### src/hw/rtl/spq_pkg.sv
// Shared types and codes for the stable priority queue.
// No dependencies; the files that use this package refer to it by scoped names.
package spq_pkg;

	localparam logic OP_INSERT = 1'b0;
	localparam logic OP_POP    = 1'b1;

	typedef enum logic [1:0] {
		ERR_NONE  = 2'd0,
		ERR_FULL  = 2'd1,
		ERR_EMPTY = 2'd2
	} err_code_t;

	typedef struct packed {
		logic wr_en;
		logic rd_en;
	} mem_ctrl_t;

endpackage

### src/hw/rtl/spq_in_if.sv
// Request channel of the stable priority queue: valid/ready plus the request payload.
// Uses no package items.
interface spq_in_if #(
	parameter int DATA_WIDTH     = 32,
	parameter int PRIORITY_WIDTH = 16
);
	logic                      valid;
	logic                      ready;
	logic                      opcode;
	logic [DATA_WIDTH-1:0]     item_data;
	logic [PRIORITY_WIDTH-1:0] item_priority;

	modport source (output valid, output opcode, output item_data, output item_priority,
		input ready);
	modport sink (input valid, input opcode, input item_data, input item_priority,
		output ready);
endinterface

### src/hw/rtl/spq_out_if.sv
// Result channel of the stable priority queue: valid/ready plus the result payload.
// Uses no package items.
interface spq_out_if #(
	parameter int DATA_WIDTH  = 32,
	parameter int COUNT_WIDTH = 5
);
	logic                    valid;
	logic                    ready;
	logic [DATA_WIDTH-1:0]   popped_data;
	logic                    popped_valid;
	logic [1:0]              error_code;
	logic [COUNT_WIDTH-1:0]  entry_count;
	logic                    queue_empty;

	modport source (output valid, output popped_data, output popped_valid,
		output error_code, output entry_count, output queue_empty, input ready);
	modport sink (input valid, input popped_data, input popped_valid,
		input error_code, input entry_count, input queue_empty, output ready);
endinterface

### src/hw/rtl/stable_priority_queue_core.sv
// Stable priority queue: a bounded store of DEPTH entries ordered by priority.
// Requests arrive on in_ch (valid/ready); each request yields one result on out_ch.
// An insert places its entry behind every stored entry of equal or higher priority;
// a pop removes the head. A full insert or an empty pop is refused with an error code.
// Entries live in a ring buffer; a pop only advances the head pointer.
// Timing: in_ch.ready is high only while the sequencer is idle, one request at a time.
// A refused request goes straight to S_FIN; a pop passes S_READ and S_STEP first.
// An insert that moves k entries toward the tail passes S_READ and S_STEP once per
// move, since each move is one memory read followed by one compare and write on the
// single port pair; it ends with one more read and compare, or a direct write at the head.
// The next request can be accepted from the cycle its predecessor's result is loaded.
// Results sit in an output register; while out_ch.ready is low the result holds and
// a finished request waits in the sequencer before it can be written out.
// Reset (arst_n low) empties the queue at once; no clearing pass is needed because
// only slots below the entry count are ever read.
// Depends on spq_pkg, spq_in_if, spq_out_if, spq_store and spq_seq.
module stable_priority_queue_core #(
	parameter int DEPTH          = 16,
	parameter int DATA_WIDTH     = 32,
	parameter int PRIORITY_WIDTH = 16
) (
	input logic       clk,
	input logic       arst_n,
	spq_in_if.sink    in_ch,
	spq_out_if.source out_ch
);

	localparam int AW = $clog2(DEPTH);
	localparam int CW = $clog2(DEPTH + 1);

	spq_pkg::mem_ctrl_t        mem_ctl;
	logic [AW-1:0]             wr_addr;
	logic [DATA_WIDTH-1:0]     wr_data;
	logic [PRIORITY_WIDTH-1:0] wr_prio;
	logic [AW-1:0]             rd_addr;
	logic [DATA_WIDTH-1:0]     rd_data;
	logic [PRIORITY_WIDTH-1:0] rd_prio;

	spq_seq #(
		.DEPTH          (DEPTH),
		.DATA_WIDTH     (DATA_WIDTH),
		.PRIORITY_WIDTH (PRIORITY_WIDTH)
	) u_seq (
		.clk     (clk),
		.arst_n  (arst_n),
		.in_ch   (in_ch),
		.out_ch  (out_ch),
		.mem_ctl (mem_ctl),
		.wr_addr (wr_addr),
		.wr_data (wr_data),
		.wr_prio (wr_prio),
		.rd_addr (rd_addr),
		.rd_data (rd_data),
		.rd_prio (rd_prio)
	);

	spq_store #(
		.DEPTH          (DEPTH),
		.DATA_WIDTH     (DATA_WIDTH),
		.PRIORITY_WIDTH (PRIORITY_WIDTH)
	) u_store (
		.clk     (clk),
		.mem_ctl (mem_ctl),
		.wr_addr (wr_addr),
		.wr_data (wr_data),
		.wr_prio (wr_prio),
		.rd_addr (rd_addr),
		.rd_data (rd_data),
		.rd_prio (rd_prio)
	);

`ifndef SYNTH
	// Only one request is in flight; the next cycle after acceptance is busy.
	a_one_in_flight: assert property (@(posedge clk) disable iff (!arst_n)
		in_ch.valid && in_ch.ready |=> !in_ch.ready)
		else $error("request accepted while another is in flight");

	// A returned entry never carries an error.
	a_pop_clean: assert property (@(posedge clk) disable iff (!arst_n)
		out_ch.valid && out_ch.popped_valid |-> out_ch.error_code == spq_pkg::ERR_NONE)
		else $error("popped entry reported with an error");

	// A refused insert happens only at full count.
	a_full_count: assert property (@(posedge clk) disable iff (!arst_n)
		out_ch.valid && out_ch.error_code == spq_pkg::ERR_FULL
		|-> out_ch.entry_count == CW'(DEPTH))
		else $error("full error with entry count below depth");

	// A refused pop leaves an empty queue and returns nothing.
	a_empty_pop: assert property (@(posedge clk) disable iff (!arst_n)
		out_ch.valid && out_ch.error_code == spq_pkg::ERR_EMPTY
		|-> out_ch.entry_count == '0 && !out_ch.popped_valid && out_ch.popped_data == '0)
		else $error("empty error with entries or data present");
`endif

endmodule

### src/hw/rtl/spq_store.sv
// Entry memory of the stable priority queue: one write port, one registered read port.
// Depends on spq_pkg for the memory control struct.
module spq_store #(
	parameter int DEPTH          = 16,
	parameter int DATA_WIDTH     = 32,
	parameter int PRIORITY_WIDTH = 16,
	localparam int AW            = $clog2(DEPTH)
) (
	input  logic                      clk,
	input  spq_pkg::mem_ctrl_t        mem_ctl,
	input  logic [AW-1:0]             wr_addr,
	input  logic [DATA_WIDTH-1:0]     wr_data,
	input  logic [PRIORITY_WIDTH-1:0] wr_prio,
	input  logic [AW-1:0]             rd_addr,
	output logic [DATA_WIDTH-1:0]     rd_data,
	output logic [PRIORITY_WIDTH-1:0] rd_prio
);

	logic [DATA_WIDTH-1:0]     data_mem [DEPTH];
	logic [PRIORITY_WIDTH-1:0] prio_mem [DEPTH];
	logic [DATA_WIDTH-1:0]     rd_data_q;
	logic [PRIORITY_WIDTH-1:0] rd_prio_q;

	always_ff @(posedge clk) begin
		if (mem_ctl.wr_en) begin
			data_mem[wr_addr] <= wr_data;
			prio_mem[wr_addr] <= wr_prio;
		end
		if (mem_ctl.rd_en) begin
			rd_data_q <= data_mem[rd_addr];
			rd_prio_q <= prio_mem[rd_addr];
		end
	end

	assign rd_data = rd_data_q;
	assign rd_prio = rd_prio_q;

endmodule

### src/hw/rtl/spq_seq.sv
// Sequencer of the stable priority queue: walks the sorted ring one entry per step,
// comparing and shifting through the memory's write and read ports. Depends on spq_pkg and both
// channel interfaces.
module spq_seq #(
	parameter int DEPTH          = 16,
	parameter int DATA_WIDTH     = 32,
	parameter int PRIORITY_WIDTH = 16,
	localparam int AW            = $clog2(DEPTH),
	localparam int CW            = $clog2(DEPTH + 1)
) (
	input  logic                      clk,
	input  logic                      arst_n,
	spq_in_if.sink                    in_ch,
	spq_out_if.source                 out_ch,
	output spq_pkg::mem_ctrl_t        mem_ctl,
	output logic [AW-1:0]             wr_addr,
	output logic [DATA_WIDTH-1:0]     wr_data,
	output logic [PRIORITY_WIDTH-1:0] wr_prio,
	output logic [AW-1:0]             rd_addr,
	input  logic [DATA_WIDTH-1:0]     rd_data,
	input  logic [PRIORITY_WIDTH-1:0] rd_prio
);

	localparam int SW = CW + 1;

	typedef enum logic [3:0] {
		S_IDLE = 4'b0001,
		S_READ = 4'b0010,
		S_STEP = 4'b0100,
		S_FIN  = 4'b1000
	} state_t;

	state_t                    state_q;
	logic                      op_q;
	logic [DATA_WIDTH-1:0]     data_q;
	logic [PRIORITY_WIDTH-1:0] prio_q;
	logic [CW-1:0]             idx_q;
	logic [AW-1:0]             head_q;
	logic [CW-1:0]             count_q;
	logic [DATA_WIDTH-1:0]     popped_q;
	spq_pkg::err_code_t        err_q;

	logic                      out_valid_q;
	logic [DATA_WIDTH-1:0]     out_data_q;
	logic                      out_pvalid_q;
	spq_pkg::err_code_t        out_err_q;
	logic [CW-1:0]             out_count_q;

	logic                      prio_keep;
	logic                      out_free;

	// Logical slot to physical address; the ring starts at head_q.
	function automatic logic [AW-1:0] phys(input logic [AW-1:0] head, input logic [CW-1:0] l);
		logic [SW-1:0] s;
		s = SW'(head) + SW'(l);
		if (s >= SW'(DEPTH)) begin
			s = s - SW'(DEPTH);
		end
		return s[AW-1:0];
	endfunction

	assign prio_keep = (rd_prio >= prio_q);
	assign out_free  = !out_valid_q || out_ch.ready;

	assign in_ch.ready = (state_q == S_IDLE);

	always_comb begin
		mem_ctl = '0;
		wr_addr = '0;
		wr_data = data_q;
		wr_prio = prio_q;
		rd_addr = phys(head_q, idx_q - CW'(1));
		unique case (state_q)
			S_READ: begin
				if (op_q == spq_pkg::OP_INSERT && idx_q == '0) begin
					mem_ctl.wr_en = 1'b1;
					wr_addr = phys(head_q, '0);
				end else begin
					mem_ctl.rd_en = 1'b1;
				end
			end
			S_STEP: begin
				if (op_q == spq_pkg::OP_INSERT) begin
					mem_ctl.wr_en = 1'b1;
					wr_addr = phys(head_q, idx_q);
					// A lower-priority entry moves one slot toward the tail.
					if (!prio_keep) begin
						wr_data = rd_data;
						wr_prio = rd_prio;
					end
				end
			end
			default: begin
			end
		endcase
	end

	always_ff @(posedge clk or negedge arst_n) begin
		if (!arst_n) begin
			state_q      <= S_IDLE;
			op_q         <= spq_pkg::OP_INSERT;
			data_q       <= '0;
			prio_q       <= '0;
			idx_q        <= '0;
			head_q       <= '0;
			count_q      <= '0;
			popped_q     <= '0;
			err_q        <= spq_pkg::ERR_NONE;
			out_valid_q  <= 1'b0;
			out_data_q   <= '0;
			out_pvalid_q <= 1'b0;
			out_err_q    <= spq_pkg::ERR_NONE;
			out_count_q  <= '0;
		end else begin
			// In S_FIN the output register is reloaded below instead.
			if (out_valid_q && out_ch.ready && state_q != S_FIN) begin
				out_valid_q <= 1'b0;
			end
			unique case (state_q)
				S_IDLE: begin
					if (in_ch.valid) begin
						op_q     <= in_ch.opcode;
						data_q   <= in_ch.item_data;
						prio_q   <= in_ch.item_priority;
						popped_q <= '0;
						err_q    <= spq_pkg::ERR_NONE;
						if (in_ch.opcode == spq_pkg::OP_POP) begin
							idx_q <= CW'(1);
							if (count_q == '0) begin
								err_q   <= spq_pkg::ERR_EMPTY;
								state_q <= S_FIN;
							end else begin
								state_q <= S_READ;
							end
						end else begin
							idx_q <= count_q;
							if (count_q == CW'(DEPTH)) begin
								err_q   <= spq_pkg::ERR_FULL;
								state_q <= S_FIN;
							end else begin
								state_q <= S_READ;
							end
						end
					end
				end
				S_READ: begin
					if (op_q == spq_pkg::OP_INSERT && idx_q == '0) begin
						count_q <= count_q + CW'(1);
						state_q <= S_FIN;
					end else begin
						state_q <= S_STEP;
					end
				end
				S_STEP: begin
					if (op_q == spq_pkg::OP_POP) begin
						popped_q <= rd_data;
						head_q   <= (head_q == AW'(DEPTH - 1)) ? '0 : head_q + AW'(1);
						count_q  <= count_q - CW'(1);
						state_q  <= S_FIN;
					end else if (prio_keep) begin
						count_q <= count_q + CW'(1);
						state_q <= S_FIN;
					end else begin
						idx_q   <= idx_q - CW'(1);
						state_q <= S_READ;
					end
				end
				S_FIN: begin
					if (out_free) begin
						out_valid_q  <= 1'b1;
						out_data_q   <= popped_q;
						out_pvalid_q <= (op_q == spq_pkg::OP_POP) && (err_q == spq_pkg::ERR_NONE);
						out_err_q    <= err_q;
						out_count_q  <= count_q;
						state_q      <= S_IDLE;
					end
				end
				default: begin
					state_q <= S_IDLE;
				end
			endcase
		end
	end

	assign out_ch.valid        = out_valid_q;
	assign out_ch.popped_data  = out_data_q;
	assign out_ch.popped_valid = out_pvalid_q;
	assign out_ch.error_code   = out_err_q;
	assign out_ch.entry_count  = out_count_q;
	assign out_ch.queue_empty  = (out_count_q == '0);

endmodule

### src/flat_wrapper.sv
// flat-port wrapper written by rule: the top's interface ports become plain ports
module stable_priority_queue_core_flat 
#(
	parameter int DEPTH          = 16,
	parameter int DATA_WIDTH     = 32,
	parameter int PRIORITY_WIDTH = 16
)
  (clk, arst_n, in_ch_valid, in_ch_opcode, in_ch_item_data, in_ch_item_priority, in_ch_ready, out_ch_valid, out_ch_popped_data, out_ch_popped_valid, out_ch_error_code, out_ch_entry_count, out_ch_queue_empty, out_ch_ready);
  spq_in_if #(.DATA_WIDTH(DATA_WIDTH), .PRIORITY_WIDTH(PRIORITY_WIDTH)) in_ch_i ();
  spq_out_if #(.DATA_WIDTH(DATA_WIDTH), .COUNT_WIDTH((5))) out_ch_i ();
  input logic clk;
  input logic arst_n;
  input wire logic [$bits(in_ch_i.valid)-1:0] in_ch_valid;
  input wire logic [$bits(in_ch_i.opcode)-1:0] in_ch_opcode;
  input wire logic [$bits(in_ch_i.item_data)-1:0] in_ch_item_data;
  input wire logic [$bits(in_ch_i.item_priority)-1:0] in_ch_item_priority;
  output wire logic [$bits(in_ch_i.ready)-1:0] in_ch_ready;
  output wire logic [$bits(out_ch_i.valid)-1:0] out_ch_valid;
  output wire logic [$bits(out_ch_i.popped_data)-1:0] out_ch_popped_data;
  output wire logic [$bits(out_ch_i.popped_valid)-1:0] out_ch_popped_valid;
  output wire logic [$bits(out_ch_i.error_code)-1:0] out_ch_error_code;
  output wire logic [$bits(out_ch_i.entry_count)-1:0] out_ch_entry_count;
  output wire logic [$bits(out_ch_i.queue_empty)-1:0] out_ch_queue_empty;
  input wire logic [$bits(out_ch_i.ready)-1:0] out_ch_ready;
  assign in_ch_i.valid = in_ch_valid;
  assign in_ch_i.opcode = in_ch_opcode;
  assign in_ch_i.item_data = in_ch_item_data;
  assign in_ch_i.item_priority = in_ch_item_priority;
  assign in_ch_ready = in_ch_i.ready;
  assign out_ch_valid = out_ch_i.valid;
  assign out_ch_popped_data = out_ch_i.popped_data;
  assign out_ch_popped_valid = out_ch_i.popped_valid;
  assign out_ch_error_code = out_ch_i.error_code;
  assign out_ch_entry_count = out_ch_i.entry_count;
  assign out_ch_queue_empty = out_ch_i.queue_empty;
  assign out_ch_i.ready = out_ch_ready;
  stable_priority_queue_core #(.DEPTH(DEPTH), .DATA_WIDTH(DATA_WIDTH), .PRIORITY_WIDTH(PRIORITY_WIDTH)) u_core (.clk(clk), .arst_n(arst_n), .in_ch(in_ch_i), .out_ch(out_ch_i));
endmodule
### config.mk
export PLATFORM = sky130hd
export DESIGN_NAME = stable_priority_queue_core_flat
export DESIGN_NICKNAME = d
export VERILOG_FILES = /design/src/hw/rtl/spq_pkg.sv /design/src/hw/rtl/spq_in_if.sv /design/src/hw/rtl/spq_out_if.sv /design/src/hw/rtl/stable_priority_queue_core.sv /design/src/hw/rtl/spq_store.sv /design/src/hw/rtl/spq_seq.sv /design/src/flat_wrapper.sv
export SDC_FILE = /design/constraint.sdc
export NUM_CORES = 1
export LEC_CHECK = 0
export BUFFER_PORTS_ARGS = -buffer_cell sky130_fd_sc_hd__buf_4
export CORE_ASPECT_RATIO = 1.5
export CORE_MARGIN = 2
export CORE_UTILIZATION = 32
export CTS_CLUSTER_SIZE = 20
export DETAILED_ROUTE_END_ITERATION = 16
export HOLD_SLACK_MARGIN = 0.08
export SYNTH_ARGS = -nofsm -noshare
export SYNTH_HDL_FRONTEND = slang
export SYNTH_SLANG_ARGS = --single-unit
### constraint.sdc
create_clock -name clk -period 7.5 [get_ports clk]
set_input_delay 1.5 -clock clk [delete_from_list [all_inputs] [get_ports clk]]
set_output_delay 1.5 -clock clk [all_outputs]
set_load 0.01 [all_outputs]
==> results of run 1 <==
## flip-flops by register name (all words and copies together) (netlist names), 16 cells and up
register / flops
u_core.u_seq.data_q: 32
u_core.u_seq.out_ch.popped_data: 32
u_core.u_seq.popped_q: 32
u_core.u_seq.prio_q: 16
u_core.u_store.data_mem: 512
u_core.u_store.prio_mem: 256
u_core.u_store.rd_data: 32
u_core.u_store.rd_prio: 16
## path summary, 6_finish.rpt
kind,startpoint,cells after the start,to
worst max-delay path,u_core.u_seq.idx_q[0],7,u_core.u_store.data_mem[11][16]
worst min-delay path,u_core.u_seq.popped_q[11],2,u_core.u_seq.popped_q[11]
worst max register to register,u_core.u_seq.idx_q[0],7,u_core.u_store.data_mem[11][16]
worst min register to register,u_core.u_seq.popped_q[11],2,u_core.u_seq.popped_q[11]
max in group asynchronous,arst_n,2,u_core.u_seq.data_q[18]
min in group asynchronous,arst_n,1,u_core.u_seq.out_ch.error_code[0]
## kinds of logic (layout without fill, tap and decap cells)
group | count (synthesis) | after routing
XOR/XNOR | 12 | 12
buffers and inverters | 116 | 316
flip-flops | 958 | 958
AO/OA/AOI/OAI | 77 | 77
AND/OR/NAND/NOR | 307 | 307
multiplexers | 329 | 329
other | 0 | 1
adder cells (fa/ha/maj) | 29 | 29
## power by group
group	total [mW]	leakage [nW]	internal [mW]	switching, mW
sequential	7.04	9.28	6.82	0.225
clock	4.65	1.44	2.66	1.99
combinational	5.12	3.94	2.45	2.67
## stage by stage
stage / setup WS [ps] / total power [mW]
after floorplan: 2979 / 10.96
after global placement: 3038 / 12.23
after detailed placement: 3070 / 12.38
after CTS: 3057 / 17.03
after global routing: 2772 / 17.56
final: 3137 / 16.81
## layout make-up
class | count | area, µm²
fill | 10540 | 72870
sequential | 958 | 28060
multi-input combinational | 754 | 8890
clock buffer | 103 | 2225
tap | 1550 | 1939
timing repair buffer | 128 | 989.7
clock inverter | 57 | 742.0
inverter | 28 | 105.1
antenna | 1 | 2.502
## worst reg2reg max path: cells and delay by family (launching register included)
family	cells	cell delay [ps]
compound gates	2	920
fa+ha+maj	1	740
buf+inv	3	1500
flops	1	470
simple gates	1	390
## cell usage in the layout (no fill, tap or decap), drive strengths merged, types with 8 or more instances in the layout
cell / instances
a21oi: 18
buf: 128
bufinv: 15
clkbuf: 103
clkinv: 31
dfrtp: 141
edfxtp: 816
ha: 27
inv: 34
mux2: 85
mux4: 240
nand2: 208
nand3: 45
nor2: 25
o21ai: 29
xnor2: 8
## per-layer routing
layer	global-route usage	vias to the layer above	part of all wire
li1	-	7571	-
met1	0.1871	9630	0.41
met2	0.2549	531	0.52
met3	0.02447	112	0.055
met4	0.04039	0	0.018
met5	0	-	0
==> reports/results.ini, run 1 <==
[cts]
clock-sinks=958
clkLatencyLatePin_ps=670
cts_buffers=85
cts_max_path_buffers=3
cts_tree=done
post_cts_buffers=0
htreeDepth=3
clk_pin_slew_ps=60
ctsResizeCount=0
cts_hold_buffers=0
cts_root_buf=clkbuf_16

[route]
routed_wirelength_mm=86.89
dr.pass1.iters=5
num_vias=17840
antenna_left=0
drt-initial-drc-count=1637
wire_per_inst_um=24.28
drc=0
viasPerCell=4.986

[synth]
synth-xor-area-share=0.002820
yosysTopAreaCell=edfxtp_1
syn_area_um2=37270
synthAdderAreaFrac=0.01014
synth_ff_type=edfxtp_1
async_reset_ff_frac=0.1482
yosysSeqAreaShare=0.7527
synth_compound_area_frac=0.01279
synth_nets=1910
synth_mux_area_frac=0.1718
synth_top_area_share=0.6574
synth_edf_count=816
yosysMostFrequentCell=edfxtp_1
ys.warnings.count=0
synth.ff_latch_count=958
synth_top_family_by_area=multiplexers
yosys-top-cells-count=edfxtp_1, mux4_2, nand2_1
synth.avg_cell_area_um2=20.39
synth_simple_gate_area_frac=0.03632
yosysUniqueCellTypes=58
ys_top_cells_by_area=edfxtp_1, mux4_2, dfrtp_1
syn_inst=1828

[timing]
whs_ps=465.4
max_slew_margin=0.2477
min_period_ps=4363
setup-tns-final_ps=0
finalMaxSlewViolations=0
hold_viol_final=0
worst_pin_slew_ps=1128
grt_setup_unrepaired=false
clock_skew_ps=23.13
finalCritPeriodShare=0.5818
fmax_ghz=0.2292
setup_viol=0

[global_route]
grt_pass1_wl_mm=127.3
grtUsageTotal=0.1462
antenna_found_initial=0
grt_pass1_vias=19090
grt-ovfl-total=0
grt_max_degree=165

[worst_hold_path]
hold_path.class=reg -> reg

[run_status]
outcome=finished, final reports clean

[critical_path]
required_ps=7840
crit_path_top_delay_cell=buf_4
arrival_ps=4700
cp.buffers_inverters=3
critical_path_class=reg -> reg
cp_common_cell=buf_4
worstSetupEndpointType=flip-flop
cp_max_fo=49
path_cells=inv_1, ha_4, buf_4, a21boi_1, a32oi_1, nor2_4, buf_4
reg2reg_slack_ps=3140
cp-start-kind=flip-flop
crit_path_max_incr_delay_ps=890
crit_family=buffers and inverters

[die]
num_rows=153
io_pins=96
die_area_um2=119300
core_area_um2=115800
dieHeight_um=422
die_w_um=282.7
start_util=0.3218

[power_and_ir_drop]
pwr_density_cell_nw_per_um2=391.4
worst_ir_drop_vdd_v=0.0007711
leakage_nw=14.65

[placed_design]
dp_hpwl_mm=45.20
numPortBuffers=95
globalplace.congestion=0.7273
placed_cells=3418
place_area_um2=39980

[layout]
post_route_cells_drive_above_1_share=0.3067
nets=2037
fin_cells=3579
fin_util=0.3709
areaGrowthSynthToFinish_pct=15.23
design_area_um2=42950

[flow_run]
maxCapViolCount=0

Note: power is estimated with default switching activity, not from simulation.
==> inputs of run 2 (changes only) <==
==> constraint.sdc (replaced) <==
create_clock -name clk -period 3.7 [get_ports clk]
set_input_delay 0.74 -clock clk [delete_from_list [all_inputs] [get_ports clk]]
set_output_delay 0.74 -clock clk [all_outputs]
set_load 0.01 [all_outputs]
==> run 2 against run 1 <==
Compared with the run above: clock power rose by 85%; sequential power is 100% higher; utilization rose by 0.60 points; sequential cell count stayed put; cell count is 1.6% higher; via count increased by 1.6%; clock skew is 2.9 ps higher; routed wire length up 1.7%; critical path type unchanged.
==> reports/results.ini, run 2 (synthesis gave the netlist of run 1 again) <==
[layout]
nets=2100  ; +3.1%
fin_util=0.3769  ; +0.006017
regMostFlops=u_core.u_store.data_mem
antenna-diode-count=0  ; -1
final_common_cell=edfxtp_1
reg_top3=u_core.u_store.data_mem x512, u_core.u_store.prio_mem x256
areaGrowthSynthToFinish_pct=17.10
final_cell_mix=edfxtp_1, mux4_2, nand2_1, buf_4, dfrtp_1
largest_reg_flops=512  ; unchanged
post_route_cells_drive_above_1_share=0.3261  ; +0.01943

[timing]
clock_skew_ps=26.08  ; +2.943 ps
finalMaxSlewViolations=0  ; unchanged
hold_viol_final=0  ; unchanged
grt_setup_unrepaired=false
worst_pin_slew_ps=1026  ; -102.7 ps
finalCritPeriodShare=0.9338  ; +0.3520
setup_viol=0  ; unchanged
max_slew_margin=0.3130  ; +0.06529
min_period_ps=3455  ; -908.2 ps
finalWorstSetupSlack_ps=245.0  ; -2892 ps
fmax_ghz=0.2894  ; +26%

[route]
drc=0  ; unchanged
dr.pass1.iters=7  ; +2
routed_wirelength_mm=88.33  ; +1.7%
viasPerCell=4.985  ; about the same
drt-initial-drc-count=1558  ; -4.8%
wire_per_inst_um=24.30  ; about the same
antenna_left=0  ; unchanged
num_vias=18120  ; +1.6%

[critical_path]
cp-start-kind=flip-flop
regToRegStartpoint=u_core.u_seq.idx_q[0]
worst-r2r-cell-count=7  ; unchanged
endpoint=u_core.u_store.rd_prio[5]
crit_start=u_core.u_seq.idx_q[0]
required_ps=4090  ; -3750 ps
r2r-end=u_core.u_store.rd_prio[5]
reg2reg_slack_ps=250  ; -2890 ps
critical_path_class=reg -> reg
worstSetupEndpointType=flip-flop
cp_max_fo=76  ; +55%
arrival_ps=3850  ; -850 ps

[die]
num_rows=153  ; unchanged
dieHeight_um=422  ; unchanged
core_area_um2=115800  ; unchanged
die_area_um2=119300  ; unchanged
start_util=0.3218  ; unchanged
io_pins=96  ; unchanged
die_w_um=282.7  ; unchanged

[power_and_ir_drop]
netSwitchingPower_mw=9.883  ; +100%
sequentialPowerShare=0.424  ; +0.005
switching_share=0.2933  ; +0.002713
p_int_mw=23.82  ; +100%
leakage_nw=14.98  ; +2.3%
comb_power_share=0.322  ; +0.018
pwr_density_cell_nw_per_um2=772.1  ; +97%
pwr-share-clk=0.255  ; -0.022
worst_ir_drop_vdd_v=0.0007174  ; -7.0%
finalPower_mw=33.70  ; +100%

[cts]
cts_buffers=84  ; -1.2%
cts_max_path_buffers=3  ; unchanged
clock-sinks=958  ; unchanged
htreeDepth=3  ; unchanged
cts_root_buf=clkbuf_16
clkLatencyLatePin_ps=660  ; about the same
cts_hold_buffers=0  ; unchanged
ctsResizeCount=0  ; unchanged
cts_tree=done
post_cts_buffers=0  ; unchanged
clk_pin_slew_ps=70  ; about the same

[global_route]
grtUsageTotal=0.1506  ; +0.004391
antenna_found_initial=2  ; +2
grt_pass1_vias=19340  ; +1.3%
grt-ovfl-total=0  ; unchanged
grt_pass1_wl_mm=131.3  ; +3.2%
grt_max_degree=85  ; -48%

[flow_run]
maxCapViolCount=0  ; unchanged

[worst_hold_path]
hold_path.class=in -> async

[run_status]
outcome=finished, final reports clean

[placed_design]
numPortBuffers=95  ; unchanged
post-place-ws_ps=248.4  ; -2821 ps
dp_hpwl_mm=51.90  ; +15%
globalplace.congestion=0.7692  ; +5.8%

run 2: cell types whose count changed in the layout (fill, tap and decap cells not counted), sizes merged:
| cell | delta |
|---|---|
| diode | -1 |
| clkinv | -1 |
| clkinvlp | +3 |
| buf | +64 |
| clkbuf | +4 |
| bufinv | -10 |
| inv | -3 |
run 2: power by group through the flow:
stage                     clock, mW  sequential, mW  combinational, mW
after global routing           9.17            14.3               11.8
after floorplan                   0            14.3               7.92
after detailed placement          0            14.5               11.1
after global placement            0            14.5               10.8
final                          8.58            14.3               10.8
after CTS                      8.80            14.3               11.1
run 2: how the worst min path moves through the flow:
stage,startpoint,end,slack (ps),depth (start not counted)
finish,arst_n,u_core.u_seq.count_q[4],150,1
global route,arst_n,u_core.u_seq.count_q[4],210,1
CTS,arst_n,u_core.u_seq.prio_q[15],210,1
detailed placement,u_core.u_seq.popped_q[13],u_core.u_seq.popped_q[13],450,2
global placement,u_core.u_seq.popped_q[7],u_core.u_seq.popped_q[7],450,2
floorplan,u_core.u_seq.popped_q[0],u_core.u_seq.popped_q[0],430,2
run 2: through the flow:
stage	hold slack, ps	cell area (µm²)	instances	setup TNS [ps]
2_1_floorplan	434.8	37300	1828	-317550
6_report	150.7	43650	3635	0
5_1_grt	212.0	43650	3635	0
3_5_place_dp	454.3	41000	3482	0
3_3_place_gp	450.4	41000	3482	0
4_1_cts	209.3	43650	3635	0
run 2: metal layers:
metal  wire (µm)  global-route usage
met1       35630              0.1923
met2       46040              0.2626
met3        4860             0.02608
met4        1791             0.04092
met5           0                   0
run 2: cell type report:
type                    instances  area (µm²)
fillers                     10440       72170
clock buffers                 107        2248
flip-flops and latches        958       28060
clock inverters                46       399.1
inverters                      28       105.1
repair buffers                192        2008
well taps                    1550        1939
multi-input cells             754        8890
run 2: worst max-delay path: stages, from the launching register on:
cell	delay, ps
dfrtp_1	470
inv_1	140
ha_1	340
inv_1	80
fa_4	800
buf_12	400
mux4_2	420
mux4_2	480
